$ cat src/sphl_ram.sv
`default_nettype none

module sphl_ram #(
  parameter int WIDTH = 16,
  parameter int DEPTH = 32,
  localparam int AW = (DEPTH > 1) ? $clog2(DEPTH) : 1
) (
  input  wire logic                   clk,
  input  wire logic                   wr_en,
  input  wire logic [AW-1:0]          wr_addr,
  input  wire logic [WIDTH-1:0]       wr_data,
  input  wire logic                   rd_en,
  input  wire logic [AW-1:0]          rd_addr,
  output logic      [WIDTH-1:0]       rd_data
);

  logic [WIDTH-1:0] mem [DEPTH];

  always_ff @(posedge clk) begin
    if (wr_en) begin
      mem[wr_addr] <= wr_data;
    end
    if (rd_en) begin
      rd_data <= mem[rd_addr];
    end
  end

endmodule

`default_nettype wire

$ cat config.mk
export PLATFORM = sky130hd
export DESIGN_NAME = sphl_ram
export DESIGN_NICKNAME = d
export VERILOG_FILES = /design/src/sphl_ram.sv
export SDC_FILE = /design/constraint.sdc
export NUM_CORES = 1
export LEC_CHECK = 0
export BUFFER_PORTS_ARGS = -buffer_cell sky130_fd_sc_hd__buf_4
export CORE_MARGIN = 5
export CORE_UTILIZATION = 52
export DETAILED_ROUTE_END_ITERATION = 6
export GPL_TIMING_DRIVEN = 0
export PLACE_DENSITY_LB_ADDON = 0.15
export SYNTH_ARGS = -nofsm -noshare
export SYNTH_HDL_FRONTEND = slang
export SYNTH_SLANG_ARGS = --single-unit
export TNS_END_PERCENT = 20
$ cat constraint.sdc
create_clock -name clk -period 2.05 [get_ports clk]
set_clock_uncertainty 0.2 [all_clocks]
set_input_delay 0.1025 -clock clk [delete_from_list [all_inputs] [get_ports clk]]
set_output_delay 0.1025 -clock clk [all_outputs]
set_load 0.02 [all_outputs]
; After elaboration in Yosys (flattened, before gate mapping)
; Memory sizes are Yosys's and may differ from the RTL's. A register that Yosys moved wholly into a read port is not among the register bits.
; Cells that the tools add are included.
[word_totals]
reg_bits = 0
ramBits = 512
inputBits = 29
output_inout_bits = 16
wordCells = 3
n_memories = 1
[memory_table]
columns = memory, words, word_bits, read_ports, rd_ports_with_merged_regs, wr, line
row1 = mem, 32, 16, 1, 1, 1, 17  ; logic [WIDTH-1:0] mem [DEPTH];
[classes]
muxes = 2
[ops]
columns = operator, n
row1 = two-way mux 1 bit, 2

; Longest topological paths before layout
; Gate-level depths: netlist (run 1).
[logic_depth]
ltp_word = 2
depth_mapped = 8
ltp_nobuf = 5

; Least setup slack after synthesis (run 1)
; OpenSTA, ideal clock, no wires.
[synth_path]
kind = input -> register
from = input wr_addr[1]
to = memory mem[12][0], enable pin
setup_ns = 0.388
arrival_time_ns = 1.454
required_time_ns = 1.462
slack_ns = 0.007
cell_stages = 3
path_buffers = 1
cell_sequence = or3b_2 -> clkbuf_1 -> nor2_1
[synth_rtl]
columns = item, line
row1 = from (decl), 10  ; input wire logic [AW-1:0] wr_addr,
row2 = to (decl), 17
; No word-level cell before the write port.

==> results of run 1 <==
==> sequential cells by signal, summed over array words and instances, names as in the netlist <==
signal / count
rd_data: 16
mem: 512
==> tightest hold or removal path, delay by kind of cell <==
kind                   cells  cell delay [ns]
and+or+nand+nor            2             0.35
buffers and inverters      1             0.17
==> cell usage after synthesis, drive strengths merged <==
master,number,share of area [%]
edfxtp,528,77
mux2i,256,12
a22oi,64,2.3
buf,55,2.4
nand3,34,0.82
nor2,34,0.65
nand2,33,0.60
a21oi,32,0.77
a22o,32,1.4
a31oi,16,0.48
nand4,16,0.48
nor3,16,0.39
clkbuf,12,0.22
nand3b,5,0.18
or3b,3,0.13
nand2b,2,0.060
nor2b,2,0.060
and2,1,0.030
or2,1,0.030
or3,1,0.030
==> final cells by class <==
cell class,count,area (µm²)
clock buffer,64,1368
sequential,528,15860
buffer,67,540.5
tap,525,656.9
clock inverter,28,274.0
fill,2945,15940
timing repair buffer,65,541.8
multi-input combinational,548,4373
==> power by group through the flow <==
stage	Sequential (W)	Combinational (W)	Clock, W
floorplan	0.0123	0.000675	0
global placement	0.0123	0.00132	0
detailed placement	0.0123	0.00134	0
CTS	0.0121	0.00138	0.00937
global route	0.0121	0.00145	0.00982
finish	0.0121	0.00138	0.00927
==> metrics by stage <==
step                power (W)  worst slack [ns]  setup TNS (ns)
floorplan             0.01302          0.007484               0
global placement      0.01362           -0.8179         -316.26
detailed placement    0.01366           -0.8135         -212.38
CTS                   0.02283           0.06300               0
global route          0.02337          0.001238               0
finish                0.02273           0.04687               0
==> routing by layer <==
metal	vias up	global-route usage [%]	share of wire, %
met5	-	0	0
met1	5531	31.42	43
met2	365	34.64	47
li1	4809	-	-
met4	0	7.741	3.0
met3	75	4.439	6.6
==> path summary, 6_finish.rpt <==
check	slack [ns]	cells past startpoint	start	endpoint
worst min register to register	0.55	4	mem[10][6]	rd_data[6]
worst min-delay path	0.04	3	wr_addr[3]	mem[30][12]
worst max register to register	0.05	5	mem[27][0]	rd_data[0]
worst max-delay path	0.05	5	mem[27][0]	rd_data[0]
==> what timing repair did <==
action                     in CTS  in global routing
hold buffers                   20                  0
hold endpoints to repair      534                  0
gates resized for setup         9                  1
gates cloned                    0                  0
pin swaps                       0                  0
setup endpoints to repair     120                  2
==> logic make-up (layout without fill, tap and decap cells) <==
| kind of cell | count (synthesis) | count (layout) | synth area share (%) |
|---|---|---|---|
| compound gates | 144 | 144 | 4.933 |
| simple gates | 148 | 148 | 3.464 |
| flops | 528 | 528 | 76.61 |
| buf+inv | 67 | 224 | 2.612 |
| mux | 256 | 256 | 12.38 |
==> impl_metrics.csv, run 1 <==
group,metric,value,unit
clock_network,post-cts-setup-buffers,0,
setup_path,crit_path_end_kind,"register",
drt,drtIter0Drc,956,
setup_path,slowest_stage,"dlygate4sd3_1",
die,dieArea,43890,µm²
sta,fmax,0.4992,GHz
setup_path,crit_chain,"mux2i_1 > a22oi_1 > nand4_1 > dlygate4sd3_1 > nand3_1",
place,post-dp-hpwl,30500,µm
global_routing,gr-total-overflow,0,
drt,drc,0,
pwr,intPower,0.01787,W
yosys,ys_seq_area_share,76.61,%
run,cap_violations,0,
sta,period_minus_slack,2.003,ns
final_layout,design_area,23610,µm²
die,die_h,209.5,µm
setup_path,cp.arrival,2.12,ns
die,die_w,209.5,µm
pwr,peakVddDrop,0.0007725,V
yosys,synth_cell_types,25,
global_routing,grt_max_degree,33,
final_layout,final_nets,1291,
sta,rsz0062_at_grt,"false",
yosys,syn_nets,1172,
final_layout,mostFrequentLayoutCell,"edfxtp_1",
sta,post-route-period-util,97.71,%
setup_path,start_kind,"register",
pwr,comb_power_share,6.1,%
clock_network,cts_buffer_depth,3,
final_layout,final_core_util,59.70,%
clock_network,cts_root_buf,"clkbuf_16",
clock_network,clock_sinks,528,
pwr,power_frac_seq,53.2,%
setup_path,crit_buf_inv,1,
setup_path,critical_path.top_delay_family,"buffers and inverters",
pwr,power.switching,0.004863,W
outcome,status,"finished clean",
sta,slew_headroom,33.57,%
pwr,power.leakage,8.225,nW
drt,drt_wl_total,49180,µm
pwr,sw_frac_of_total,21.39,%
final_layout,final_cell_mix,"528 x edfxtp_1, 256 x mux2i_1, 64 x a22oi_1",
yosys,syn-cell-area,20700,µm²
pwr,clockPowerShare,40.8,%
drt,first_pass_iters,6,
sta,slew_viol_final,0,
setup_path,cp_max_fo,1,
pwr,power_density,962.9,nW/µm²
drt,avgViaCountPerCell,5.907,
yosys,synth.avg_cell_area,18.11,µm²
place,routabilityCongestion,0.9179,
setup_path,slowest_delay,0.61,ns
final_layout,finalNonFillerCells,1825,
setup_path,worstPathRequired,2.16,ns
die,ios,45,
drt,wire_per_inst,26.95,µm
place,portBuffers,41,
global_routing,grt_usage,22.14,%
sta,finalHoldViolCount,0,
clock_network,htreeDepth,2,
yosys,synth-seq-cells,528,
final_layout,drive_above_1_share,15.69,%
sta,setup_viol,0,
place,dp_cells,1712,
min_path,worstHoldPathType,"input port to register",
place,dpl_cell_area,21730,µm²
die,initial_core_util,52.33,%
clock_network,cts_buffers,52,
clock_network,cts_tree,"built",
global_routing,grt_pass1_vias,10780,
setup_path,path_class,"register to register",
final_layout,antenna_cells,0,
clock_network,clkSlewWorstSetupHoldPaths,0.06,ns
sta,holdWs,0.03926,ns
drt,vias,10780,
yosys,synthCells,1143,
sta,worst_slew_pin_slew,0.9954,ns
die,core,39550,µm²
final_layout,syn_to_final_growth,14.07,%
clock_network,clk_latency,0.59,ns
die,rows,73,
global_routing,grt_pass1_wl,70930,µm
yosys,ys_warn_count,0,
drt,ant_nets,0,
global_routing,antenna_found_initial,0,
Note: power is estimated with default switching activity, not from simulation.
==> run 2: changes to the inputs <==
--- a/config.mk
+++ b/config.mk
@@ -10,6 +10,7 @@
 export CORE_UTILIZATION = 52
 export DETAILED_ROUTE_END_ITERATION = 6
 export GPL_TIMING_DRIVEN = 0
+export HOLD_SLACK_MARGIN = 0.08
 export PLACE_DENSITY_LB_ADDON = 0.15
 export SYNTH_ARGS = -nofsm -noshare
 export SYNTH_HDL_FRONTEND = slang
==> run 2 against run 1 <==
Effect of this change:
- global-route usage increased by 0.085 points
- sequential share of layout area decreased by 0.18 points
- fmax increased by 0.42%
- critical path depth unchanged
- power about the same
- non-clock buffer count increased by 6
- die area unchanged
- sequential power about the same
- design area increased by 0.27%
- wire length increased by 0.13%
- clock power about the same
- largest cell class unchanged
==> impl_metrics.csv, run 2 (same netlist as run 1, synthesis figures left out) <==
group,metric,value,unit
outcome,status,"finished clean",
final_layout,finalNonFillerCells,1831,
min_path,hold_depth,3,
drt,drt_wl_total,49250,µm
drt,vias,10790,
pwr,peakVddDrop,0.0007716,V
sta,setup_viol,0,
global_routing,grt_max_degree,33,
clock_network,clkSlewWorstSetupHoldPaths,0.06,ns
final_layout,mostFrequentLayoutCell,"edfxtp_1",
sta,worst_slew_pin_slew,0.9892,ns
setup_path,cp.arrival,2.11,ns
die,die_h,209.5,µm
pwr,total_power,0.02273,W
clock_network,clock_sinks,528,
sta,holdWs,0.1129,ns
min_path,worstHoldPathType,"input port to register",
sta,post-route-period-util,97.30,%
pwr,power.leakage,8.245,nW
final_layout,reg_top3,"mem: 512 flops, rd_data: 16 flops",
setup_path,r2r-start,"mem[27][0]",
drt,wl_met1,21250,µm
sta,slew_headroom,33.98,%
final_layout,final_cell_mix,"528 x edfxtp_1, 256 x mux2i_1, 64 x a22oi_1",
final_layout,regMostFlops,"mem",
final_layout,largest_reg_flops,512,
die,die_w,209.5,µm
setup_path,start_kind,"register",
pwr,sw_frac_of_total,21.34,%
global_routing,gr-total-overflow,0,
final_layout,final_nets,1297,
drt,drc,0,
sta,rsz0062_at_grt,"false",
final_layout,antenna_cells,0,
die,dieArea,43890,µm²
setup_path,reg2reg_to,"rd_data[0]",
place,post-dp-hpwl,30500,µm
global_routing,grt_pass1_vias,10810,
place,dpl_cell_area,21730,µm²
setup_path,path_class,"register to register",
clock_network,htreeDepth,2,
drt,ant_nets,0,
global_routing,grt_pass1_wl,71190,µm
global_routing,grt_usage,22.22,%
sta,slew_viol_final,0,
setup_path,rr_worst_depth,5,
drt,first_pass_iters,5,
die,rows,73,
pwr,clockPowerShare,40.7,%
place,dp_cells,1712,
setup_path,cp_max_fo,1,
global_routing,antenna_found_initial,0,
drt,drtIter0Drc,861,
drt,wl_met3,3389,µm
clock_network,cts_buffer_depth,3,
clock_network,cts_root_buf,"clkbuf_16",
final_layout,drive_above_1_share,15.62,%
clock_network,cts_tree,"built",
die,initial_core_util,52.33,%
min_path,hold_end,"mem[9][0]",
setup_path,crit_path_end_kind,"register",
sta,fmax,0.5013,GHz
drt,avgViaCountPerCell,5.894,
pwr,power_density,960.0,nW/µm²
final_layout,nFillCells,2936,
die,ios,45,
place,portBuffers,41,
clock_network,cts_buffers,52,
drt,met2WireLength,23090,µm
final_layout,syn_to_final_growth,14.38,%
clock_network,clk_latency,0.59,ns
final_layout,design_area,23670,µm²
sta,finalHoldViolCount,0,
pwr,power.switching,0.004849,W
run,cap_violations,0,
sta,period_minus_slack,1.995,ns
pwr,comb_power_share,6.1,%
pwr,intPower,0.01788,W
min_path,min_from,"wr_addr[4]",
drt,wire_per_inst,26.90,µm
drt,highest_layer,"met4",
place,routabilityCongestion,0.9179,
die,core,39550,µm²
setup_path,worstPathRequired,2.17,ns
clock_network,post-cts-setup-buffers,0,
setup_path,r2r_slack,0.06,ns
pwr,power_frac_seq,53.2,%
==> run 2: how the worst max path moves through the flow <==
stage,startpoint,endpoint,slack [ns],cells after the start
2_1_floorplan,wr_addr[1],mem[12][0],0.007,3
3_3_place_gp,wr_addr[1],mem[0][5],-0.82,4
3_5_place_dp,wr_addr[1],mem[8][11],-0.81,4
4_1_cts,mem[27][0],rd_data[0],0.06,5
5_1_grt,mem[4][5],rd_data[5],0.001,5
6_report,mem[27][0],rd_data[0],0.06,5
==> run 2: power groups by stage <==
stage	Clock (W)	Sequential (W)	Combinational [W]
global route	0.00983	0.0121	0.00146
finish	0.00925	0.0121	0.00139
global placement	0	0.0123	0.00132
floorplan	0	0.0123	0.000675
detailed placement	0	0.0123	0.00134
CTS	0.00937	0.0121	0.00139
==> run 2: repair_timing <==
item	CTS	global route
endpoints found under the setup margin	120	1
endpoints found under the hold margin	585	5
resized for setup	9	1
hold buffers	25	1
==> run 2: area by class of cell <==
type / instances / area (µm²) / share of cell area, %
tap: 525 / 656.9 / 2.775
sequential: 528 / 15860 / 66.98
buffer: 67 / 540.5 / 2.283
timing repair buffer: 71 / 605.6 / 2.558
multi-input combinational: 548 / 4373 / 18.47
clock buffer: 64 / 1368 / 5.777
clock inverter: 28 / 274.0 / 1.158
==> run 2: per-layer routing <==
layer  up-vias  track usage (%)
li1       4822                -
met1      5507            31.65
met2       379            34.85
met3        84            4.335
met4         0            7.561
met5         -                0
==> run 2: per-stage QoR <==
step	utilization (%)	TNS, ns	setup slack (ns)
after floorplan	-	0	0.007484
after global placement	54.77	-316.26	-0.8179
after detailed placement	54.96	-212.38	-0.8135
after CTS	59.80	0	0.06300
after global routing	59.86	0	0.001204
final	59.86	0	0.05532
==> run 2: critical path: stages, from the launching register on <==
cell and delay, ns:
edfxtp_1 0.35, mux2i_1 0.21, a22oi_1 0.12, nand4_1 0.15, dlygate4sd3_1 0.60, nand3_1 0.09
