**src/sphl_pkg.sv**
```systemverilog
`default_nettype none

package sphl_pkg;

  // Running sums and the iterative remainder unit
  localparam int SUM_W   = 30;
  localparam int MOD_W   = 9;
  localparam int CNT_W   = $clog2(SUM_W + 1);
  localparam int BYTE_W  = 8;
  localparam int SALT_W  = 16;
  localparam int G_W     = 16;
  localparam int LEN_W   = 6;
  localparam int SLOT_W  = 8;

  // Request kinds carried in the low bits of s_tuser
  typedef enum logic [1:0] {
    ACT_SALT  = 2'd0,
    ACT_G     = 2'd1,
    ACT_KEY   = 2'd2,
    ACT_SPARE = 2'd3
  } action_t;

  // Configuration register indexes
  localparam logic REG_NUM_G       = 1'b0;
  localparam logic REG_MAX_KEY_LEN = 1'b1;

endpackage

`default_nettype wire

```
**src/sphl_mod.sv**
```systemverilog
`default_nettype none

// Restoring remainder, one dividend bit per cycle.
module sphl_mod
  import sphl_pkg::*;
(
  input  wire logic             clk,
  input  wire logic             rst,
  input  wire logic             start,
  input  wire logic [SUM_W-1:0] dividend,
  input  wire logic [MOD_W-1:0] modulus,
  output logic                  done,
  output logic      [MOD_W-1:0] rem
);

  logic             busy;
  logic [CNT_W-1:0] cnt;
  logic [SUM_W-1:0] dvd;
  logic [MOD_W-1:0] m;
  logic [MOD_W:0]   trial;
  logic             ge;
  logic [MOD_W-1:0] rem_next;

  always_comb begin
    trial    = {rem, dvd[SUM_W-1]};
    ge       = trial >= {1'b0, m};
    rem_next = ge ? MOD_W'(trial - {1'b0, m}) : MOD_W'(trial);
  end

  always_ff @(posedge clk) begin
    if (rst) begin
      busy <= 1'b0;
      done <= 1'b0;
      cnt  <= '0;
    end else begin
      done <= !start && busy && (cnt == CNT_W'(1));
      if (start) begin
        busy <= 1'b1;
        cnt  <= CNT_W'(SUM_W);
      end else if (busy) begin
        cnt <= cnt - 1'b1;
        if (cnt == CNT_W'(1)) begin
          busy <= 1'b0;
        end
      end
    end
  end

  // Datapath: load operands on start, shift one bit in per busy cycle
  always_ff @(posedge clk) begin
    if (start) begin
      dvd <= dividend;
      m   <= modulus;
      rem <= '0;
    end else if (busy) begin
      dvd <= {dvd[SUM_W-2:0], 1'b0};
      rem <= rem_next;
    end
  end

endmodule

`default_nettype wire

```
**config.mk**
```make
export PLATFORM = sky130hd
export DESIGN_NAME = sphl_mod
export DESIGN_NICKNAME = d
export VERILOG_FILES = /design/src/sphl_pkg.sv /design/src/sphl_mod.sv
export SDC_FILE = /design/constraint.sdc
export NUM_CORES = 1
export LEC_CHECK = 0
export BUFFER_PORTS_ARGS = -buffer_cell sky130_fd_sc_hd__buf_4
export CAP_MARGIN = 5
export CORE_MARGIN = 1
export CORE_UTILIZATION = 25
export DETAILED_ROUTE_END_ITERATION = 8
export PLACE_DENSITY = 0.48
export REMOVE_ABC_BUFFERS = 1
export SLEW_MARGIN = 25
export SYNTH_ARGS = -nofsm -noshare
export SYNTH_HDL_FRONTEND = slang
export SYNTH_SLANG_ARGS = --single-unit
```
**constraint.sdc**
```tcl
create_clock -name clk -period 4.9 [get_ports clk]
set_input_delay 0.49 -clock clk [delete_from_list [all_inputs] [get_ports clk]]
set_output_delay 0.49 -clock clk [all_outputs]
set_load 0.005 [all_outputs]
```
Word level (Yosys, flattened, before mapping)
Cells that the tools add are included.
{"block": "classes", "add_sub_neg": 2, "order_cmp": 1, "eq_ne": 1, "muxes": 8, "reduce_logical": 5}
{"operator": "2-to-1 mux 30 bit", "count": 2}
{"operator": ">= comparator 10 x 9 -> 1 bit", "count": 1}
{"operator": "2-to-1 mux 5 bit", "count": 2}
{"operator": "2-to-1 mux 9 bit", "count": 1}
{"operator": "subtractor 9 bit", "count": 1}
{"operator": "equality test 5 x 1 -> 1 bit (second input constant)", "count": 1}
{"operator": "subtractor 5 x 1 -> 5 bit (second input constant)", "count": 1}
{"operator": "2-to-1 mux 1 bit", "count": 3}
{"operator": "logical AND 1 bit", "count": 2}
{"operator": "nonzero test 2 bit", "count": 1}
{"operator": "OR reduction 2 bit", "count": 1}
{"operator": "zero test 1 bit", "count": 1}
{"block": "totals", "ff_bits": 55, "out_inout_bits": 10, "elab_cells": 24}

Logic depth before layout (Yosys ltp)
Gate-level depths: netlist of the first run.
{"block": "depth", "depth_word": 4, "mapped_depth": 10, "mapped_depth_nobuf": 9}

Worst setup path after synthesis of the first run
Ideal clock, no wire load.
{"block": "synth_timing", "path_kind": "reg2reg", "startpoint": "register dvd[29]", "endpoint": "register rem[7]", "setup_ns": 0.117, "t_arrival_ns": 2.282, "setup_slack_ns": 2.501, "stages_incl_launch_ff": 11, "synth_period_minus_slack_ns": 2.399, "path_cell_list": "edfxtp_1 -> inv_1 -> ha_1 -> inv_1 -> fa_1 -> a211oi_2 -> o31ai_4 -> a211oi_4 -> buf_2 -> nand2_1 -> a32o_1"}
{"block": "synth_via", "elab_chain_len": 2}
{"item": "from (decl)", "line_no": "sphl_mod.sv:18", "rtl": "logic [SUM_W-1:0] dvd;"}
{"item": "from (signal assigned)", "line_no": "sphl_mod.sv:52", "rtl": "dvd <= dividend;"}
{"item": "from (signal assigned)", "line_no": "sphl_mod.sv:56", "rtl": "dvd <= {dvd[SUM_W-2:0], 1'b0};"}
{"item": "subtractor 9 bit / >= comparator 10 x 9 -> 1 bit (equally long branches)", "line_no": "sphl_mod.sv:27, sphl_mod.sv:26"}
{"item": "2-to-1 mux 9 bit *", "line_no": "sphl_mod.sv:27", "rtl": "rem_next = ge ? MOD_W'(trial - {1'b0, m}) : MOD_W'(trial);"}
{"item": "to (signal assigned)", "line_no": "sphl_mod.sv:57", "rtl": "rem <= rem_next;"}
{"item": "to (decl)", "line_no": "sphl_mod.sv:13", "rtl": "output logic [MOD_W-1:0] rem"}
Mark *: on every way between the ends. The rest lies on a longest branch, timed or not.
A chain may end at the register's enable or synchronous reset.

Worst setup path after layout of the first run
{"block": "layout_timing", "startpoint": "register dvd[29]", "endpoint": "register rem[3]"}
The elaborated chain is that of the path after synthesis.

==> results of run 1 <==
path summary, 6_finish.rpt:
kind              cells past startpoint       start  slack [ns]     end
setup / recovery                      9     dvd[29]        2.24  rem[3]
setup reg to reg                      9     dvd[29]        2.24  rem[3]
hold / removal                        1  modulus[5]        0.36    m[5]
hold reg to reg                       2      rem[1]        0.52  rem[1]
state kept, by name (all words and copies together), names as in the netlist:
name / count
done: 1
m: 9
cnt: 5
busy: 1
dvd: 30
rem: 9
power groups by stage:
stage                     Combinational (mW)  Sequential, mW  Clock [mW]
final                                  0.157           0.561       0.241
after global routing                   0.176           0.567       0.266
after detailed placement               0.159           0.573           0
after floorplan                        0.101           0.567           0
after global placement                 0.158           0.573           0
after CTS                              0.160           0.562       0.256
stage by stage:
step                      power (mW)  setup WS [ns]  cells
after floorplan                0.668           2.51    200
after global placement         0.730           2.29    388
after detailed placement       0.732           2.24    388
after CTS                      0.978           2.23    396
after global routing            1.01           2.05    396
final                          0.960           2.24    396
logic make-up after synthesis:
| family | share of synthesized area |
|---|---|
| xor+xnor | 0.0297 |
| buf+inv | 0.0334 |
| compound gates | 0.0815 |
| mux | 0.146 |
| simple gates | 0.0886 |
| fa+ha+maj | 0.0593 |
| flops | 0.561 |
cell usage after synthesis, types with 2 or more instances:
library cell,n
buf_1,3
ha_1,11
nand2_1,7
inv_1,16
o21ai_0,2
mux2_2,30
nor3_1,4
buf_2,2
mux2i_1,5
o311ai_0,2
edfxtp_1,39
a31oi_1,2
dfxtp_1,16
nand3_1,6
xnor2_1,3
nor2_1,16
a21oi_1,7
a32oi_1,2
nand2b_1,2
xor2_1,6
clkbuf_1,2
routing by layer:
metal / vias up / global-route usage / routed length (um)
met5: - / 0 / 0
met3: 5 / 0.0324 / 326
met4: 0 / 0.0292 / 51
met1: 841 / 0.118 / 2280
met2: 37 / 0.173 / 2570
li1: 862 / - / -
final cells by class:
cell class | count | area share
flip-flops and latches | 55 | 0.456
repair buffers | 52 | 0.119
multi-input cells | 129 | 0.329
well taps | 136 | 0.0520
clock buffers | 6 | 0.0222
inverters | 16 | 0.0184
clock inverters | 2 | 0.00268
==> results.toml, run 1 <==
[timing]
rsz0062_at_grt = "no"
drv_slew = 0
fin_crit_ns = 2.66
hold_viol = 0
hold_slack_ns = 0.357
finalSetupViolations = 0
worst_slew_pin_slew_ns = 0.694
fin_skew_ns = 0.00767
max_slew_margin = 0.536
fmax_mhz = 376
finalCritPeriodShare = 0.542
fin_tns_setup_ns = 0

[routing]
avgViaCountPerCell = 4.41
drt-pass1-iter-count = 4
drc = 0
dr_total_vias = 1745
drt-total-wl_um = 5230
drtIter0Drc = 74
wl_per_cell_um = 13.2
ant_nets = 0

[setup_path]
max_stage_delay_ns = 0.66
crit_chain = "inv_1, ha_1, inv_1, fa_1, a211oi_2, o31ai_4, a211oi_4, mux2i_1, a211oi_1"
critPathLaunchType = "flop"
cpMostUsedCell = "inv_1"
setup.worst_path.class = "reg -> reg"
critical_path_required_ns = 5.12
cp-end-kind = "flop"
cp_max_fo = 14
crit_family = "compound AO/OA/AOI/OAI gates"
critPathBufInv = 2
crit_slowest_cell = "a211oi_4"
cp.arrival_ns = 2.88

[flow_run]
maxCapViolCount = 0

[clocking]
cts_tree = "done"
clkTransAtPathRegs_ns = 0.10
post_cts_buffers = 0
clk_latency_ns = 0.30
hold_buffers = 0
root_buffer = "clkbuf_8"
cts_made_buffers = 5
htreeDepth = 2
clock-sinks = 55
cts_buffer_depth = 2
ctsResizeCount = 0

[floorplan]
dieArea_um2 = 11000
die_w_um = 105
rows = 37
die_h_um = 105
start_util = 0.257
io_pins = 52
coreArea_um2 = 10300

[layout]
fill_cells = 1034
final_util = 0.317
final_cell_mix = "52 x buf_4, 39 x edfxtp_1, 30 x mux2_2"
multi_input_area_um2 = 1080
mostFrequentLayoutCell = "buf_4"
final_cell_area_um2 = 3270
seq_area_um2 = 1490
antenna_cells = 0
drive_gt1_frac = 0.365
syn2layout_area_growth_pct = 23.1
fin_nets = 313

[logic_synthesis]
ys.flop_type = "edfxtp_1"
ys_seq_area_frac = 0.561
netlist_top_cells_area = "edfxtp_1 44%, mux2_2 13%, dfxtp_1 12%, ha_1 5.2%, inv_1 2.3%"
ys_seq_elements = 55
postSynthAreaPerCell_um2 = 12.8
yosysWarnings = 0
yosysUniqueCellTypes = 45
synth_top_area_frac = 0.441
syn_area_um2 = 2660
yosysTopAreaCell = "edfxtp_1"
synth-edff-count = 39
netlist_instances = 207
synthArstFlopShare = 0

[global_route]
antenna_found_initial = 0
grt_usage = 0.100
grt_pass1_vias = 1813
grt_overflow_total = 0
grt_first_pass_wirelength_um = 8750
grt_start_max_net_pins = 50

[pwr]
p_sw_mw = 0.235
p_leak_nw = 1.33
peakVddDrop_uv = 128
p_clk_frac = 0.252
p_int_mw = 0.725
p_sw_frac = 0.245
powerDensity_nw_per_um2 = 294
seqPwrFrac = 0.585
power_frac_comb = 0.164

[outcome]
status = "completed"

[placement]
globalplace.congestion = 0.747
io_buffers = 51
place_area_um2 = 3190
dpl.hpwl_um = 3710

[hold_path]
hold_class = "in -> reg"
(Power assumes the default switching activity.)
==> run 2, diff against run 1 <==
clock period = 2.7 ns   (was 4.9 ns; I/O delays follow)
==> results.toml, run 2 (synthesis results as in run 1) <==
[floorplan]
die_w_um = 105
coreArea_um2 = 10300
start_util = 0.257
die_h_um = 105
io_pins = 52
dieArea_um2 = 11000
rows = 37

[routing]
wl_per_cell_um = 13.2
avgViaCountPerCell = 4.38
drtIter0Drc = 55
drt-total-wl_um = 5290
dr_total_vias = 1757
drt-pass1-iter-count = 4
ant_nets = 0
drc = 0

[timing]
hold_slack_ns = 0.131
drv_slew = 0
max_slew_margin = 0.699
rsz0062_at_grt = "no"
finalSetupViolations = 0
fmax_mhz = 400
fin_tns_setup_ns = 0
hold_viol = 0
worst_slew_pin_slew_ns = 0.451
fin_crit_ns = 2.50
finalCritPeriodShare = 0.926
fin_skew_ns = 0.00902

[setup_path]
max_stage_delay_ns = 0.43
cp.arrival_ns = 2.69
cp_max_fo = 6
critical_path_required_ns = 2.89
r2r_end = "rem[2]"
crit_slowest_cell = "fa_1"
crit_chain = "inv_1, ha_1, inv_1, fa_1, a211oi_4, o31ai_4, a211oi_4, buf_4, mux2i_1, o21ai_1"
setup.worst_path.class = "reg -> reg"
reg2reg_slack_ns = 0.20
r2r-start = "dvd[29]"
r2r_cells = 10
critPathLaunchType = "flop"
critPathBufInv = 3
crit_family = "compound AO/OA/AOI/OAI gates"
cp-end-kind = "flop"

[placement]
globalplace.congestion = 0.729
dpl.hpwl_um = 3770
io_buffers = 51

[pwr]
powerDensity_nw_per_um2 = 534
peakVddDrop_uv = 253
p_leak_nw = 1.36

[layout]
drive_gt1_frac = 0.385
antenna_cells = 0
fin_nets = 318
largest_reg_flops = 30
seq_area_um2 = 1490
mostFrequentLayoutCell = "buf_4"
regMostFlops = "dvd"
fill_cells = 1059
top_regs = "dvd x30, m x9, rem x9"
final_cell_mix = "57 x buf_4, 39 x edfxtp_1, 30 x mux2_2"
final_util = 0.321
multi_input_area_um2 = 1080
syn2layout_area_growth_pct = 24.9

[global_route]
grt_pass1_vias = 1922
antenna_found_initial = 0
grt_usage = 0.105
grt_overflow_total = 0
grt_first_pass_wirelength_um = 9170
grt_start_max_net_pins = 34

[clocking]
clkTransAtPathRegs_ns = 0.10
clk_latency_ns = 0.30
cts_buffer_depth = 2
clock-sinks = 55
cts_made_buffers = 5
root_buffer = "clkbuf_8"
cts_tree = "done"
htreeDepth = 2

[hold_path]
whs_path_depth = 1
hold_end = "m[8]"
min_from = "modulus[8]"
hold_class = "in -> reg"

[flow_run]
maxCapViolCount = 0

[outcome]
status = "completed"
[run 2: cell types whose count changed in the layout (fill, tap and decap cells not counted)]
cell      previous run  this run
a211oi_2             1         0
a211oi_4             1         2
buf_4               52        57
clkbuf_1             1         0
clkinv_1             1         0
clkinv_2             1         3
[run 2: repair_timing]
action | 4_1_cts | 5_1_grt
hold buffers | 0 | 0
setup buffers | 0 | 0
resized for setup | 0 | 1
setup endpoints to repair | 0 | 2
[run 2: worst register-to-register path, stage by stage (launching register included)]
cell      delay (ns)
edfxtp_1        0.39
inv_1           0.07
ha_1            0.16
inv_1           0.05
fa_1            0.43
a211oi_4        0.29
o31ai_4         0.13
a211oi_4        0.34
buf_4           0.23
mux2i_1         0.21
o21ai_1         0.07
[run 2: final cells by class]
class	count	area share
flip-flops and latches	55	0.450
multi-input cells	129	0.327
repair buffers	57	0.129
well taps	136	0.0513
clock buffers	5	0.0207
inverters	16	0.0181
clock inverters	3	0.00453
[run 2: metal layers]
layer / wire (um) / GRT usage
met1: 2360 / 0.124
met2: 2530 / 0.181
met3: 342 / 0.0349
met4: 58 / 0.0302
met5: 0 / 0
[run 2: where the power goes]
group          switching (mW)  internal, mW
Combinational           0.140         0.155
Clock                   0.277         0.179
Sequential             0.0313         0.988
[run 2: worst max-delay path by stage]
stage,startpoint,endpoint,cells after the start
CTS,dvd[29],rem[2],10
detailed placement,dvd[29],rem[2],10
finish,dvd[29],rem[2],10
global route,dvd[29],rem[3],10
floorplan,dvd[29],rem[7],9
global placement,dvd[29],rem[3],10
[run 2: stage by stage]
stage	power [mW]	cells	cell area, um^2	setup slack [ns]
2_1_floorplan	1.21	200	2630	0.312
3_3_place_gp	1.33	393	3230	0.253
3_5_place_dp	1.33	393	3230	0.186
4_1_cts	1.80	401	3310	0.156
5_1_grt	1.87	401	3320	0.0148
6_report	1.77	401	3320	0.199
==> run 3, diff against run 2 <==
CORE_MARGIN = 10   (was 1)
SETUP_SLACK_MARGIN = 0.4   (was unset)
==> results.toml, run 3 (synthesis results as in run 1) <==
[layout]
seq_area_um2 = 1490
final_cell_area_um2 = 3420
fill_cells = 1035
fin_nets = 325
top_regs = "dvd x30, m x9, rem x9"
multi_input_area_um2 = 1100
syn2layout_area_growth_pct = 28.7
regMostFlops = "dvd"
largest_reg_flops = 30
final_cell_mix = "63 x buf_4, 39 x edfxtp_1, 30 x mux2_2"
antenna_cells = 0
drive_gt1_frac = 0.419
mostFrequentLayoutCell = "buf_4"

[clocking]
clock-sinks = 55
htreeDepth = 2
clkTransAtPathRegs_ns = 0.10
hold_buffers = 0
root_buffer = "clkbuf_8"
cts_buffer_depth = 2
cts_tree = "done"
clk_latency_ns = 0.30
cts_made_buffers = 5

[global_route]
grt_start_max_net_pins = 31
antenna_found_initial = 0
grt_pass1_vias = 1868
grt_usage = 0.0773
grt_overflow_total = 0
grt_first_pass_wirelength_um = 9320

[timing]
fin_skew_ns = 0.00591
finalCritPeriodShare = 0.850
drv_slew = 0
max_slew_margin = 0.673
rsz0062_at_grt = "yes"
hold_viol = 0
worst_slew_pin_slew_ns = 0.490
fin_crit_ns = 2.30
fin_tns_setup_ns = 0
finalSetupViolations = 0
setup_slack_ns = 0.405
fmax_mhz = 436

[hold_path]
whs_path_depth = 1
hold_class = "in -> reg"
min_from = "modulus[6]"
hold_end = "m[6]"

[routing]
drc = 0
drtIter0Drc = 37
wl_per_cell_um = 13.9
dr_total_vias = 1754
drt-pass1-iter-count = 4
drt-total-wl_um = 5680
ant_nets = 0
avgViaCountPerCell = 4.30

[floorplan]
die_w_um = 123
start_util = 0.257
io_pins = 52
coreArea_um2 = 10300
die_h_um = 123
dieArea_um2 = 15100
rows = 37

[placement]
pre_cts_slack_ns = 0.200
globalplace.congestion = 0.751
place_area_um2 = 3230
io_buffers = 51
dpl.hpwl_um = 4190

[setup_path]
cp-end-kind = "flop"
r2r_cells = 10
r2r_end = "rem[3]"
critPathLaunchType = "flop"
setup.worst_path.class = "reg -> reg"
reg2reg_slack_ns = 0.40
r2r-start = "dvd[29]"
cp.arrival_ns = 2.48
cp_max_fo = 6
critical_path_required_ns = 2.88

[pwr]
finalPower_mw = 1.88
powerDensity_nw_per_um2 = 551
peakVddDrop_uv = 232
p_leak_nw = 1.40

[outcome]
status = "completed"

[flow_run]
maxCapViolCount = 0
run 3: how the worst max path moves through the flow:
stage	from	end	slack (ns)	depth (start not counted)
after floorplan	dvd[29]	rem[7]	0.31	9
after global placement	dvd[29]	rem[3]	0.25	10
after detailed placement	dvd[29]	rem[3]	0.20	10
after CTS	dvd[29]	rem[3]	0.36	10
after global routing	dvd[29]	rem[2]	0.24	10
final	dvd[29]	rem[3]	0.40	10
run 3: repair_timing:
item                                    CTS  global route
pin swaps                                 9             5
endpoints found under the setup margin    8             9
setup buffers                             4             3
resized for setup                         6             4
run 3: area by class of cell:
cell class                      count  share of cell area
Timing Repair Buffer               64               0.142
Multi-Input combinational cell    129               0.323
Sequential cell                    55               0.436
Clock buffer                        5              0.0201
Clock inverter                      3              0.0113
Tap cell                          136              0.0498
Inverter                           16              0.0176
run 3: per-layer routing:
layer	vias to the layer above	wire length, um	global-route usage
met5	-	0	0
met4	0	41	0.0175
met3	4	472	0.0401
met2	37	2620	0.123
met1	825	2550	0.0910
li1	888	-	-
run 3: worst max-delay path, stage by stage (launching register included):
cell	delay (ns)
edfxtp_1	0.39
inv_1	0.07
ha_2	0.17
inv_2	0.04
fa_2	0.36
a211oi_4	0.28
o31ai_4	0.11
a211oi_4	0.31
buf_6	0.17
mux2i_1	0.19
a211oi_1	0.08
run 3: per-stage QoR:
| stage | instances | util | hold slack (ns) |
|---|---|---|---|
| floorplan | 200 | - | 0.342 |
| global route | 408 | 0.331 | 0.109 |
| CTS | 405 | 0.327 | 0.123 |
| finish | 408 | 0.331 | 0.136 |
| global placement | 393 | 0.312 | 0.449 |
| detailed placement | 393 | 0.312 | 0.449 |
run 3: where the power goes:
part | internal, mW | leakage (nW) | switching [mW]
clock network | 0.272 | 0.0556 | 0.275
registers | 0.988 | 0.522 | 0.0310
logic | 0.171 | 0.820 | 0.146
